$ cat config.mk
export PLATFORM = sky130hd
export DESIGN_NAME = arm_psr_transfer_unit
export DESIGN_NICKNAME = d
export VERILOG_FILES = /design/src/rtl/apsr_pkg.sv /design/src/rtl/arm_psr_transfer_unit.sv
export SDC_FILE = /design/constraint.sdc
export NUM_CORES = 1
export LEC_CHECK = 0
export BUFFER_PORTS_ARGS = -buffer_cell sky130_fd_sc_hd__buf_2
export CAP_MARGIN = 20
export CELL_PAD_IN_SITES_DETAIL_PLACEMENT = 1
export CELL_PAD_IN_SITES_GLOBAL_PLACEMENT = 1
export CORE_MARGIN = 4
export CORE_UTILIZATION = 45
export DETAILED_ROUTE_END_ITERATION = 10
export HOLD_SLACK_MARGIN = 0.03
export PLACE_DENSITY = 0.82
export SLEW_MARGIN = 20
export SYNTH_ARGS = -nofsm -noshare
export SYNTH_HDL_FRONTEND = slang
export SYNTH_SLANG_ARGS = --single-unit
$ cat constraint.sdc
create_clock -name aclk -period 5.9 [get_ports aclk]
set_clock_uncertainty 0.15 [all_clocks]
set_input_delay 1.18 -clock aclk [delete_from_list [all_inputs] [get_ports aclk]]
set_output_delay 1.18 -clock aclk [all_outputs]
set_load 0.01 [all_outputs]
$ cat src/rtl/apsr_pkg.sv
// Shared types, codes and constants for the status-register transfer unit.
// No dependencies; imported by arm_psr_transfer_unit.
`default_nettype none

package apsr_pkg;

    localparam int REQ_W   = 3;
    localparam int WORD_W  = 32;
    localparam int BANKS   = 5;
    localparam int BANK_W  = 3;
    localparam int IN_W    = 96;
    localparam int OUT_W   = 104;
    localparam int CFG_IDX_W = 1;

    localparam logic [REQ_W-1:0] REQ_MSR_IMM     = 3'd0;
    localparam logic [REQ_W-1:0] REQ_MSR_REG     = 3'd1;
    localparam logic [REQ_W-1:0] REQ_MRS         = 3'd2;
    localparam logic [REQ_W-1:0] REQ_SVC_ARM     = 3'd3;
    localparam logic [REQ_W-1:0] REQ_SVC_THUMB   = 3'd4;
    localparam logic [REQ_W-1:0] REQ_UNDEF_ARM   = 3'd5;
    localparam logic [REQ_W-1:0] REQ_UNDEF_THUMB = 3'd6;

    localparam logic [CFG_IDX_W-1:0] CFG_CORE_KIND = 1'd0;
    localparam logic [CFG_IDX_W-1:0] CFG_EXC_BASE  = 1'd1;

    localparam logic [BANK_W-1:0] BANK_FIQ = 3'd0;
    localparam logic [BANK_W-1:0] BANK_IRQ = 3'd1;
    localparam logic [BANK_W-1:0] BANK_SVC = 3'd2;
    localparam logic [BANK_W-1:0] BANK_ABT = 3'd3;
    localparam logic [BANK_W-1:0] BANK_UND = 3'd4;

    localparam logic [4:0] MODE_USR = 5'h10;
    localparam logic [4:0] MODE_FIQ = 5'h11;
    localparam logic [4:0] MODE_IRQ = 5'h12;
    localparam logic [4:0] MODE_SVC = 5'h13;

    localparam logic [WORD_W-1:0] CPSR_RESET     = 32'h0000_00D3;
    localparam logic [WORD_W-1:0] ENTRY_UND_BITS = 32'h0000_009B;
    localparam logic [WORD_W-1:0] ENTRY_SVC_BITS = 32'h0000_0093;
    localparam logic [WORD_W-1:0] ENTRY_CLR_MASK = 32'h0000_00BF;
    localparam logic [WORD_W-1:0] FLAG_MASK_V5   = 32'hF800_0000;
    localparam logic [WORD_W-1:0] FLAG_MASK_V4   = 32'hF000_0000;
    localparam logic [WORD_W-1:0] FORCE_BIT4     = 32'h0000_0010;
    localparam logic [WORD_W-1:0] USER_MASK      = 32'hFFFF_FF00;
    localparam logic [WORD_W-1:0] CTRL_MASK      = 32'h0000_00FF;
    localparam logic [WORD_W-1:0] VEC_SVC_OFS    = 32'h0000_0008;
    localparam logic [WORD_W-1:0] VEC_UND_OFS    = 32'h0000_0004;
    localparam logic [3:0]        LINK_REG       = 4'd14;
    localparam logic [3:0]        PC_REG         = 4'd15;

    typedef struct packed {
        logic              valid;
        logic [BANK_W-1:0] idx;
    } bank_sel_t;

    function automatic bank_sel_t bank_of(input logic [4:0] mode);
        bank_sel_t sel;
        sel.valid = 1'b1;
        sel.idx   = BANK_FIQ;
        if (mode == MODE_FIQ)       sel.idx = BANK_FIQ;
        else if (mode == MODE_IRQ)  sel.idx = BANK_IRQ;
        else if (mode == MODE_SVC)  sel.idx = BANK_SVC;
        else if (mode[4:2] == 3'b101) sel.idx = BANK_ABT;
        else if (mode[4:2] == 3'b110) sel.idx = BANK_UND;
        else sel.valid = 1'b0;
        return sel;
    endfunction

endpackage

`default_nettype wire

$ cat src/rtl/arm_psr_transfer_unit.sv
// Top level of the status-register transfer unit: CPSR, banked SPSRs, MSR/MRS
// and exception entry. Depends on apsr_pkg.
//
//  channel | ports                         | word
//  input   | s_tvalid s_tready s_tdata/user| instr, reg_value, pc_value / req_type
//  result  | m_tvalid m_tready m_tdata     | dest and jump fields, flags, cpsr_out
//  config  | cfg_valid cfg_ready           | cfg_index, cfg_data
//
// One word per cycle unless the result stalls; input register, then result register.
// The CPSR and SPSRs update as the result register loads, so the next word sees them.
// aresetn clears control state, the CPSR to 0xD3 and the SPSRs to zero.
// A stalled result holds; an empty input register still takes a word meanwhile.
`default_nettype none

module arm_psr_transfer_unit
    import apsr_pkg::*;
(
    input  wire logic                 aclk,
    input  wire logic                 aresetn,
    input  wire logic                 s_tvalid,
    output logic                      s_tready,
    input  wire logic [IN_W-1:0]      s_tdata,   // instr, reg_value, pc_value
    input  wire logic [REQ_W-1:0]     s_tuser,   // req_type
    output logic                      m_tvalid,
    input  wire logic                 m_tready,
    output logic [OUT_W-1:0]          m_tdata,   // dest_write, dest_index, dest_value,
                                                 // jump, jump_target, mode_changed,
                                                 // thumb_entered, cpsr_out
    input  wire logic                 cfg_valid,
    output logic                      cfg_ready,
    input  wire logic [CFG_IDX_W-1:0] cfg_index,
    input  wire logic [WORD_W-1:0]    cfg_data
);

    logic              in_valid_reg;
    logic [REQ_W-1:0]  req_reg;
    logic [WORD_W-1:0] instr_reg, rval_reg, pc_reg;
    logic              out_valid_reg;
    logic [OUT_W-1:0]  out_data_reg;

    logic              core_kind_reg;
    logic [WORD_W-1:0] exc_base_reg;
    logic [WORD_W-1:0] cpsr_reg, cpsr_next;
    logic [WORD_W-1:0] spsr_reg [BANKS];

    logic              out_free, fire;
    logic              spsr_we;
    logic [BANK_W-1:0] spsr_widx;
    logic [WORD_W-1:0] spsr_wdata;
    logic [OUT_W-1:0]  out_data_next;

    logic              dw, jmp, mc, te, use_spsr, is_svc, thumb;
    logic [3:0]        di, rd;
    logic [WORD_W-1:0] dv, jt, mask, val, psr, cur_spsr;
    logic [2*WORD_W-1:0] rot;
    bank_sel_t         bank;

    assign out_free  = !out_valid_reg || m_tready;
    assign fire      = in_valid_reg && out_free;
    assign s_tready  = !in_valid_reg || out_free;
    assign m_tvalid  = out_valid_reg;
    assign m_tdata   = out_data_reg;
    assign cfg_ready = 1'b1;

    always_comb begin
        use_spsr   = instr_reg[22];
        bank       = bank_of(cpsr_reg[4:0]);
        cur_spsr   = spsr_reg[bank.idx];
        rd         = instr_reg[15:12];
        is_svc     = (req_reg == REQ_SVC_ARM) || (req_reg == REQ_SVC_THUMB);
        thumb      = (req_reg == REQ_SVC_THUMB) || (req_reg == REQ_UNDEF_THUMB);
        cpsr_next  = cpsr_reg;
        spsr_we    = 1'b0;
        spsr_widx  = bank.idx;
        spsr_wdata = cur_spsr;
        dw = 1'b0; di = '0; dv = '0; jmp = 1'b0; jt = '0; te = 1'b0;
        mask = '0;
        rot  = {24'd0, instr_reg[7:0], 24'd0, instr_reg[7:0]} >> {instr_reg[11:8], 1'b0};
        val  = (req_reg == REQ_MSR_IMM) ? rot[WORD_W-1:0] : rval_reg;
        val  = val | FORCE_BIT4;
        if (instr_reg[16]) mask = mask | CTRL_MASK;
        if (instr_reg[19]) mask = mask | (core_kind_reg ? FLAG_MASK_V4 : FLAG_MASK_V5);
        if (cpsr_reg[4:0] == MODE_USR) mask = mask & USER_MASK;
        psr = (use_spsr && bank.valid) ? cur_spsr : cpsr_reg;

        case (req_reg)
            REQ_MSR_IMM, REQ_MSR_REG: begin
                if (!(use_spsr && !bank.valid)) begin
                    if (use_spsr) begin
                        spsr_we    = 1'b1;
                        spsr_wdata = (cur_spsr & ~mask) | (val & mask);
                    end else begin
                        cpsr_next = (cpsr_reg & ~mask) | (val & mask);
                    end
                    if (cpsr_next[5]) begin
                        if (!core_kind_reg) te = 1'b1;
                        else cpsr_next[5] = 1'b0;
                    end
                end
            end
            REQ_MRS: begin
                if (rd == PC_REG) begin
                    if (core_kind_reg) begin
                        jmp = 1'b1;
                        jt  = {psr[WORD_W-1:1], 1'b0};
                    end
                end else begin
                    dw = 1'b1;
                    di = rd;
                    dv = psr;
                end
            end
            REQ_SVC_ARM, REQ_SVC_THUMB, REQ_UNDEF_ARM, REQ_UNDEF_THUMB: begin
                cpsr_next  = (cpsr_reg & ~ENTRY_CLR_MASK) |
                             (is_svc ? ENTRY_SVC_BITS : ENTRY_UND_BITS);
                spsr_we    = 1'b1;
                spsr_widx  = is_svc ? BANK_SVC : BANK_UND;
                spsr_wdata = cpsr_reg;
                dw  = 1'b1;
                di  = LINK_REG;
                dv  = pc_reg - (thumb ? 32'd2 : 32'd4);
                jmp = 1'b1;
                jt  = exc_base_reg + (is_svc ? VEC_SVC_OFS : VEC_UND_OFS);
            end
            default: begin
            end
        endcase

        mc = (cpsr_next[4:0] != cpsr_reg[4:0]);
        out_data_next = {cpsr_next, te, mc, jt, jmp, dv, di, dw};
    end

    always_ff @(posedge aclk) begin
        if (!aresetn) begin
            in_valid_reg  <= 1'b0;
            out_valid_reg <= 1'b0;
            core_kind_reg <= 1'b0;
            exc_base_reg  <= '0;
            cpsr_reg      <= CPSR_RESET;
            for (int i = 0; i < BANKS; i++) spsr_reg[i] <= '0;
        end else begin
            if (s_tready) in_valid_reg <= s_tvalid;
            if (out_free) out_valid_reg <= in_valid_reg;
            if (fire) begin
                cpsr_reg <= cpsr_next;
                if (spsr_we) spsr_reg[spsr_widx] <= spsr_wdata;
            end
            if (cfg_valid) begin
                case (cfg_index)
                    CFG_CORE_KIND: core_kind_reg <= cfg_data[0];
                    CFG_EXC_BASE:  exc_base_reg  <= cfg_data;
                    default: begin
                    end
                endcase
            end
        end
    end

    always_ff @(posedge aclk) begin
        if (s_tready && s_tvalid) begin
            req_reg   <= s_tuser;
            instr_reg <= s_tdata[31:0];
            rval_reg  <= s_tdata[63:32];
            pc_reg    <= s_tdata[95:64];
        end
        if (fire) out_data_reg <= out_data_next;
    end

endmodule

`default_nettype wire

==> summary.md, run 1 <==
| Metric | Value |
|---|---|
| Status | `finished clean` |
| CP endpoint | `m_tdata[36]` |
| Total track usage | `25.13%` |
| DR iter-0 viols | `1312` |
| Fraction of registers with async set/reset | `0%` |
| GP Congestion | `0.8533` |
| Pre-antenna DRT Iters | `6` |
| Slew @ Worst Pin | `1.102 ns` |
| Die area | `0.04029 mm2` |
| Maxcap violations | `0` |
| Reg clk slew, reported paths | `0.06 ns` |
| Leakage | `6.991 nW` |
| Count of cell types in the netlist | `76` |
| Crit. Startpoint | `req_reg[2]` |
| Largest net degree at the start of global routing | `88` |
| Filler cells | `3904` |
| Post-CTS sizing | `0` |
| Commonest non-fill, non-tap cell in the layout | `edfxtp_1` |
| Crit share post-route | `73.82%` |
| Row count | `70` |
| CTS HTree Levels | `2` |
| Reg2reg start | `req_reg[2]` |
| Die Span X | `200.7 um` |
| Peak supply drop | `0.1803 mV` |
| Mean Syn Cell Area | `11.42 um2` |
| Die height | `200.7 um` |
| RSZ-0062 raised after global routing | `false` |
| Share of layout cells above drive strength 1 | `19.08%` |
| Synth warn | `0` |
| CP startpoint kind | `flip-flop` |
| DP HPWL | `34790 um` |
| CTS buffer count | `37` |
| Max clock buf depth | `3` |
| Seq cells post-synth | `359` |
| Setup CP Type | `reg2reg` |
| Largest register FFs | `160` |
| Final Setup Violations | `0` |
| R2r setup slk | `1.54 ns` |
| Rel. slew slack | `26.52%` |
| I/O pin cnt | `244` |
| Core area | `0.03661 mm2` |
| Critical-path top delay cell | `edfxtp_1` |
| Commonest cells after routing, fill and taps aside | `311 x edfxtp_1, 203 x nor2_1, 190 x buf_2` |
| CTS root buf | `clkbuf_16` |
| Post-layout min period | `4.356 ns` |
| Number of port buffers | `190` |
| WL per Instance | `24.86 um` |
| CP required | `5.97 ns` |
| Worst reg-to-reg path cell count | `10` |
| Mapped cell area | `0.01671 mm2` |
| Via count | `12870` |
| Initial Util | `45.65%` |
| Setup TNS | `0 ns` |
| Post-synthesis sequential area ratio | `61.63%` |
| WP data arrival | `4.42 ns` |
| Overflow left after global routing | `0` |
| Place WS | `1.276 ns` |
| Reg area | `0.01030 mm2` |
| Cell Pwr Density | `306.9 mW/mm2` |
| Cells after Synth | `1463` |
| Hold Violations, Final | `0` |
| Most used cell along the critical path | `inv_1` |
| Initial antenna violation count | `0` |
| Nets | `1762` |
| CTS tree | `done` |
| CP Capture Type | `flip-flop` |
| Total clock sinks | `359` |
| Max incr delay on CP | `1.00 ns` |
| Worst setup margin | `1.544 ns` |
| Vias in the first global route | `13680` |
| Worst-path cell chain | `nand2b_1 -> inv_1 -> ha_1 -> inv_1 -> fa_1 -> or3_1 -> nand3b_4 -> nor4_2 -> xnor2_1 -> o221ai_1` |
| EDFF count, synth | `311` |
| Ys flop type | `edfxtp_1` |
| Hold Crit Class | `reg2reg` |
| Post-CTS setup buffers | `0` |
| Footprint of the multi-input gates | `0.005934 mm2` |
| CP Max Fanout | `20` |
| Worst-Skew Late Latency | `0.53 ns` |
| Hold buffers post-CTS | `0` |
| Layout area overhead | `15.11%` |
| Reg2reg end | `m_tdata[36]` |
| Total Wirelength | `52600 um` |
| Drt drc | `0` |
| First-pass GRT wire length | `79960 um` |
| Vias per cell | `6.084` |
| Post-DRT Antenna Nets | `0` |
| Final slew viol count | `0` |
| Max Clk Rate | `0.2296 GHz` |
==> synth_stat cells, types with 6 or more instances <==
master / number / area, um2
clkbuf_1: 81 / 304.0
a21boi_0: 36 / 270.3
dfxtp_1: 48 / 960.9
xor2_1: 26 / 227.7
buf_4: 26 / 195.2
a21o_1: 6 / 45.04
nor3_1: 16 / 80.08
a22oi_1: 20 / 150.1
o221ai_1: 7 / 61.31
and3_1: 47 / 294.0
a21oi_1: 21 / 105.1
a31oi_1: 8 / 50.05
and2_1: 9 / 56.30
nand2b_1: 31 / 193.9
mux2_2: 6 / 67.56
inv_1: 17 / 63.81
buf_2: 7 / 35.03
nor4_1: 8 / 50.05
xnor2_1: 34 / 297.8
o22ai_1: 52 / 325.3
o21ai_0: 36 / 180.2
nand3_1: 19 / 95.09
nand4_1: 14 / 87.58
mux2i_1: 21 / 210.2
edfxtp_1: 311 / 9339
o211ai_1: 9 / 67.56
nand2_1: 172 / 645.6
nor2_1: 204 / 765.7
a211oi_1: 46 / 345.3
a221oi_1: 6 / 52.55
o31a_1: 20 / 175.2
==> kinds of logic (layout without fill, tap and decap cells) <==
kind of cell             count (synthesis)  count (layout)  synth area share (%)
other                                    2              22               0.04493
flip-flops                             359             359                 61.63
AND/OR/NAND/NOR                        567             567                 16.04
XOR/XNOR                                60              60                 3.144
multiplexers                            27              27                 1.662
AO/OA/AOI/OAI                          308             308                 13.30
adder cells (fa/ha/maj)                  6               6                0.5390
buffers and inverters                  134             299                 3.646
==> layer usage <==
metal	part of all wire, %	GRT usage (%)
met5	0	0
met2	50	43.52
met1	40	32.34
met3	7.2	4.136
met4	3.0	8.407
==> critical path, delay by kind of cell, from the launching register on <==
kind	cells	cell delay (ns)
AO/OA/AOI/OAI	1	0.20
AND/OR/NAND/NOR	4	1.43
XOR/XNOR	1	0.20
adder cells (fa/ha/maj)	2	0.66
flip-flops	1	1.00
buffers and inverters	2	0.39
==> stage by stage <==
step	utilization [%]	hold slack [ns]	instance area [um2]	cells	power, mW
floorplan	-	0.2888	16780	1481	3.351
global placement	49.24	0.3002	18030	2048	3.562
detailed placement	49.24	0.3206	18030	2048	3.594
CTS	52.50	0.3299	19220	2114	5.903
global route	52.54	0.3621	19230	2114	6.088
finish	52.55	0.3285	19240	2116	5.905
==> cell type report <==
cell class              count  share of cell area [%]
well taps                 468                   3.044
multi-input cells         988                   30.84
clock inverters            19                  0.8584
inverters                  17                  0.3382
flip-flops and latches    359                   53.53
repair buffers            216                   6.022
clock buffers              47                   5.333
diodes                      2                 0.02601
==> worst min path at each step <==
stage	startpoint	endpoint	slack [ns]	cells after the start
finish	exc_base_reg[0]	exc_base_reg[0]	0.33	2
detailed placement	exc_base_reg[0]	exc_base_reg[0]	0.32	2
global route	exc_base_reg[0]	exc_base_reg[0]	0.36	2
floorplan	exc_base_reg[0]	exc_base_reg[0]	0.29	2
CTS	exc_base_reg[0]	exc_base_reg[0]	0.33	2
global placement	exc_base_reg[0]	exc_base_reg[0]	0.30	2
==> power breakdown <==
group / internal (mW) / switching (mW) / leakage, nW
clock: 1.36 / 0.982 / 0.579
sequential: 2.88 / 0.0810 / 3.51
combinational: 0.190 / 0.408 / 2.90
No activity file was read; power rests on OpenSTA's default activity.
==> run 2, diff against run 1 <==
--- a/config.mk
+++ b/config.mk
@@ -10,10 +10,10 @@
 export CELL_PAD_IN_SITES_DETAIL_PLACEMENT = 1
 export CELL_PAD_IN_SITES_GLOBAL_PLACEMENT = 1
 export CORE_MARGIN = 4
-export CORE_UTILIZATION = 45
+export CORE_UTILIZATION = 41
 export DETAILED_ROUTE_END_ITERATION = 10
 export HOLD_SLACK_MARGIN = 0.03
-export PLACE_DENSITY = 0.82
+export PLACE_DENSITY = 0.79
 export SLEW_MARGIN = 20
 export SYNTH_ARGS = -nofsm -noshare
 export SYNTH_HDL_FRONTEND = slang
==> constraint.sdc (replaced) <==
create_clock -name aclk -period 3.6 [get_ports aclk]
set_clock_uncertainty 0.15 [all_clocks]
set_input_delay 0.72 -clock aclk [delete_from_list [all_inputs] [get_ports aclk]]
set_output_delay 0.72 -clock aclk [all_outputs]
set_load 0.01 [all_outputs]
==> summary.md, run 2 (synthesis results as in run 1) <==
| Metric | Value |
|---|---|
| Die Span X | `209.9 um (was 200.7 um)` |
| First-pass GRT wire length | `80560 um (was 79960 um)` |
| Post-CTS setup buffers | `0 (unchanged)` |
| RSZ-0062 raised after global routing | `false (unchanged)` |
| CTS HTree Levels | `2 (unchanged)` |
| DP HPWL | `35550 um (was 34790 um)` |
| Worst-path cell chain | `nand2b_1 -> inv_1 -> ha_1 -> inv_1 -> fa_1 -> or3_1 -> buf_4 -> nor2_2 -> nor4b_4 -> xnor2_1 -> o22ai_1 (was nand2b_1 -> inv_1 -> ha_1 -> inv_1 -> fa_1 -> or3_1 -> nand3b_4 -> nor4_2 -> xnor2_1 -> o221ai_1)` |
| Total track usage | `23.37% (was 25.13%)` |
| Worst-Skew Late Latency | `0.55 ns (was 0.53 ns)` |
| CTS tree | `done (unchanged)` |
| Total Wirelength | `52600 um (unchanged)` |
| Final Setup Violations | `0 (unchanged)` |
| Peak supply drop | `0.4052 mV (was 0.1803 mV)` |
| Footprint of the multi-input gates | `0.005926 mm2 (was 0.005934 mm2)` |
| Crit share post-route | `96.14% (was 73.82%)` |
| Design area | `0.01957 mm2 (was 0.01924 mm2)` |
| Final slew viol count | `0 (unchanged)` |
| Initial Util | `41.78% (was 45.65%)` |
| Initial antenna violation count | `3 (was 0)` |
| Slew @ Worst Pin | `1.040 ns (was 1.102 ns)` |
| Total clock sinks | `359 (unchanged)` |
| Commonest cells after routing, fill and taps aside | `311 x edfxtp_1, 203 x nor2_1, 190 x buf_2 (unchanged)` |
| Worst setup margin | `0.1390 ns (was 1.544 ns)` |
| Row count | `73 (was 70)` |
| Via count | `12820 (was 12870)` |
| Max Clk Rate | `0.2889 GHz (was 0.2296 GHz)` |
| Place WS | `0.2166 ns (was 1.276 ns)` |
| Core area | `0.04001 mm2 (was 0.03661 mm2)` |
| Pre-antenna DRT Iters | `5 (was 6)` |
| Reg area | `0.01030 mm2 (unchanged)` |
| Die height | `209.9 um (was 200.7 um)` |
| Nets | `1796 (was 1762)` |
| Layout area overhead | `17.10% (was 15.11%)` |
| CP delay by family, top | `simple AND/OR/NAND/NOR gates (unchanged)` |
| GP Congestion | `0.8654 (was 0.8533)` |
| I/O pin cnt | `244 (unchanged)` |
| Die area | `0.04406 mm2 (was 0.04029 mm2)` |
| Vias in the first global route | `13510 (was 13680)` |
| Overflow left after global routing | `0 (unchanged)` |
| Vias per cell | `5.809 (was 6.084)` |
| Post-DRT Antenna Nets | `0 (unchanged)` |
| Setup TNS | `0 ns (unchanged)` |
| CP startpoint kind | `flip-flop (unchanged)` |
| Inserted Diodes | `0 (was 2)` |
| Number of port buffers | `190 (unchanged)` |
| Largest net degree at the start of global routing | `95 (was 88)` |
| Max incr delay on CP | `0.46 ns (was 1.00 ns)` |
| Total Power | `9.682 mW (was 5.905 mW)` |
| Max clock buf depth | `3 (unchanged)` |
| CP Max Fanout | `6 (was 20)` |
| CTS buffer count | `37 (unchanged)` |
| Share of layout cells above drive strength 1 | `20.69% (was 19.08%)` |
| Setup CP Type | `reg2reg (unchanged)` |
| Maxcap violations | `0 (unchanged)` |
| WL per Instance | `23.83 um (was 24.86 um)` |
| Drt drc | `0 (unchanged)` |
| WP data arrival | `3.57 ns (was 4.42 ns)` |
| Placed inst area | `0.01838 mm2 (was 0.01803 mm2)` |
| Critical-path top delay cell | `fa_1 (was edfxtp_1)` |
| Largest register FFs | `160 (unchanged)` |
| Leakage | `7.166 nW (was 6.991 nW)` |
| Hold Violations, Final | `0 (unchanged)` |
| Hold slack | `0.1999 ns (was 0.3285 ns)` |
| Reg clk slew, reported paths | `0.06 ns (about the same)` |
| DR iter-0 viols | `1120 (was 1312)` |
| Status | `finished clean (unchanged)` |
| Post-Place Cells | `2139 (was 2048)` |
| Commonest non-fill, non-tap cell in the layout | `edfxtp_1 (unchanged)` |
| Buffer and inverter count on the worst path | `3 (was 2)` |
| Rel. slew slack | `30.68% (was 26.52%)` |
| Fin util | `48.92% (was 52.55%)` |
| Hold Crit Class | `in2reg (was reg2reg)` |
| Post-layout min period | `3.461 ns (was 4.356 ns)` |
| Cell Pwr Density | `494.7 mW/mm2 (was 306.9 mW/mm2)` |
| CP required | `3.71 ns (was 5.97 ns)` |
| Filler cells | `4320 (was 3904)` |
| Layout Cells excl Fill | `2207 (was 2116)` |
| CP Capture Type | `flip-flop (unchanged)` |
| CTS root buf | `clkbuf_16 (unchanged)` |
| Most used cell along the critical path | `inv_1 (unchanged)` |
run 2: final cells by class:
type,instances,share of cell area [%]
Clock buffer,47,5.140
Clock inverter,21,0.9142
Inverter,17,0.3324
Multi-Input combinational cell,988,30.28
Sequential cell,359,52.63
Tap cell,525,3.356
Timing Repair Buffer,250,7.352
run 2: final timing paths:
path                                         to  depth (start not counted)            start  slack [ns]
worst max-delay path                m_tdata[24]                         11       req_reg[0]        0.14
worst min register to register  exc_base_reg[0]                          2  exc_base_reg[0]        0.32
worst min-delay path                 pc_reg[25]                          1      s_tdata[89]        0.20
worst max register to register      m_tdata[24]                         11       req_reg[0]        0.14
run 2: metal layers:
metal | vias to the layer above | track usage, % | part of all wire, % | wire [um]
li1 | 5753 | - | - | -
met1 | 6451 | 31.10 | 41 | 21310
met2 | 518 | 40.17 | 50 | 26390
met3 | 97 | 3.692 | 6.7 | 3533
met4 | 2 | 6.211 | 2.6 | 1357
met5 | - | 0 | 0.025 | 13
run 2: timing repair:
| action | in CTS | in global routing |
|---|---|---|
| hold endpoints to repair | 0 | 0 |
| gates resized for setup | 0 | 1 |
| hold buffers | 0 | 0 |
| setup endpoints to repair | 0 | 1 |
run 2: power breakdown:
group	leakage (nW)	switching [mW]	internal, mW
clock network	0.583	1.62	2.20
logic	3.07	0.683	0.343
registers	3.51	0.117	4.72
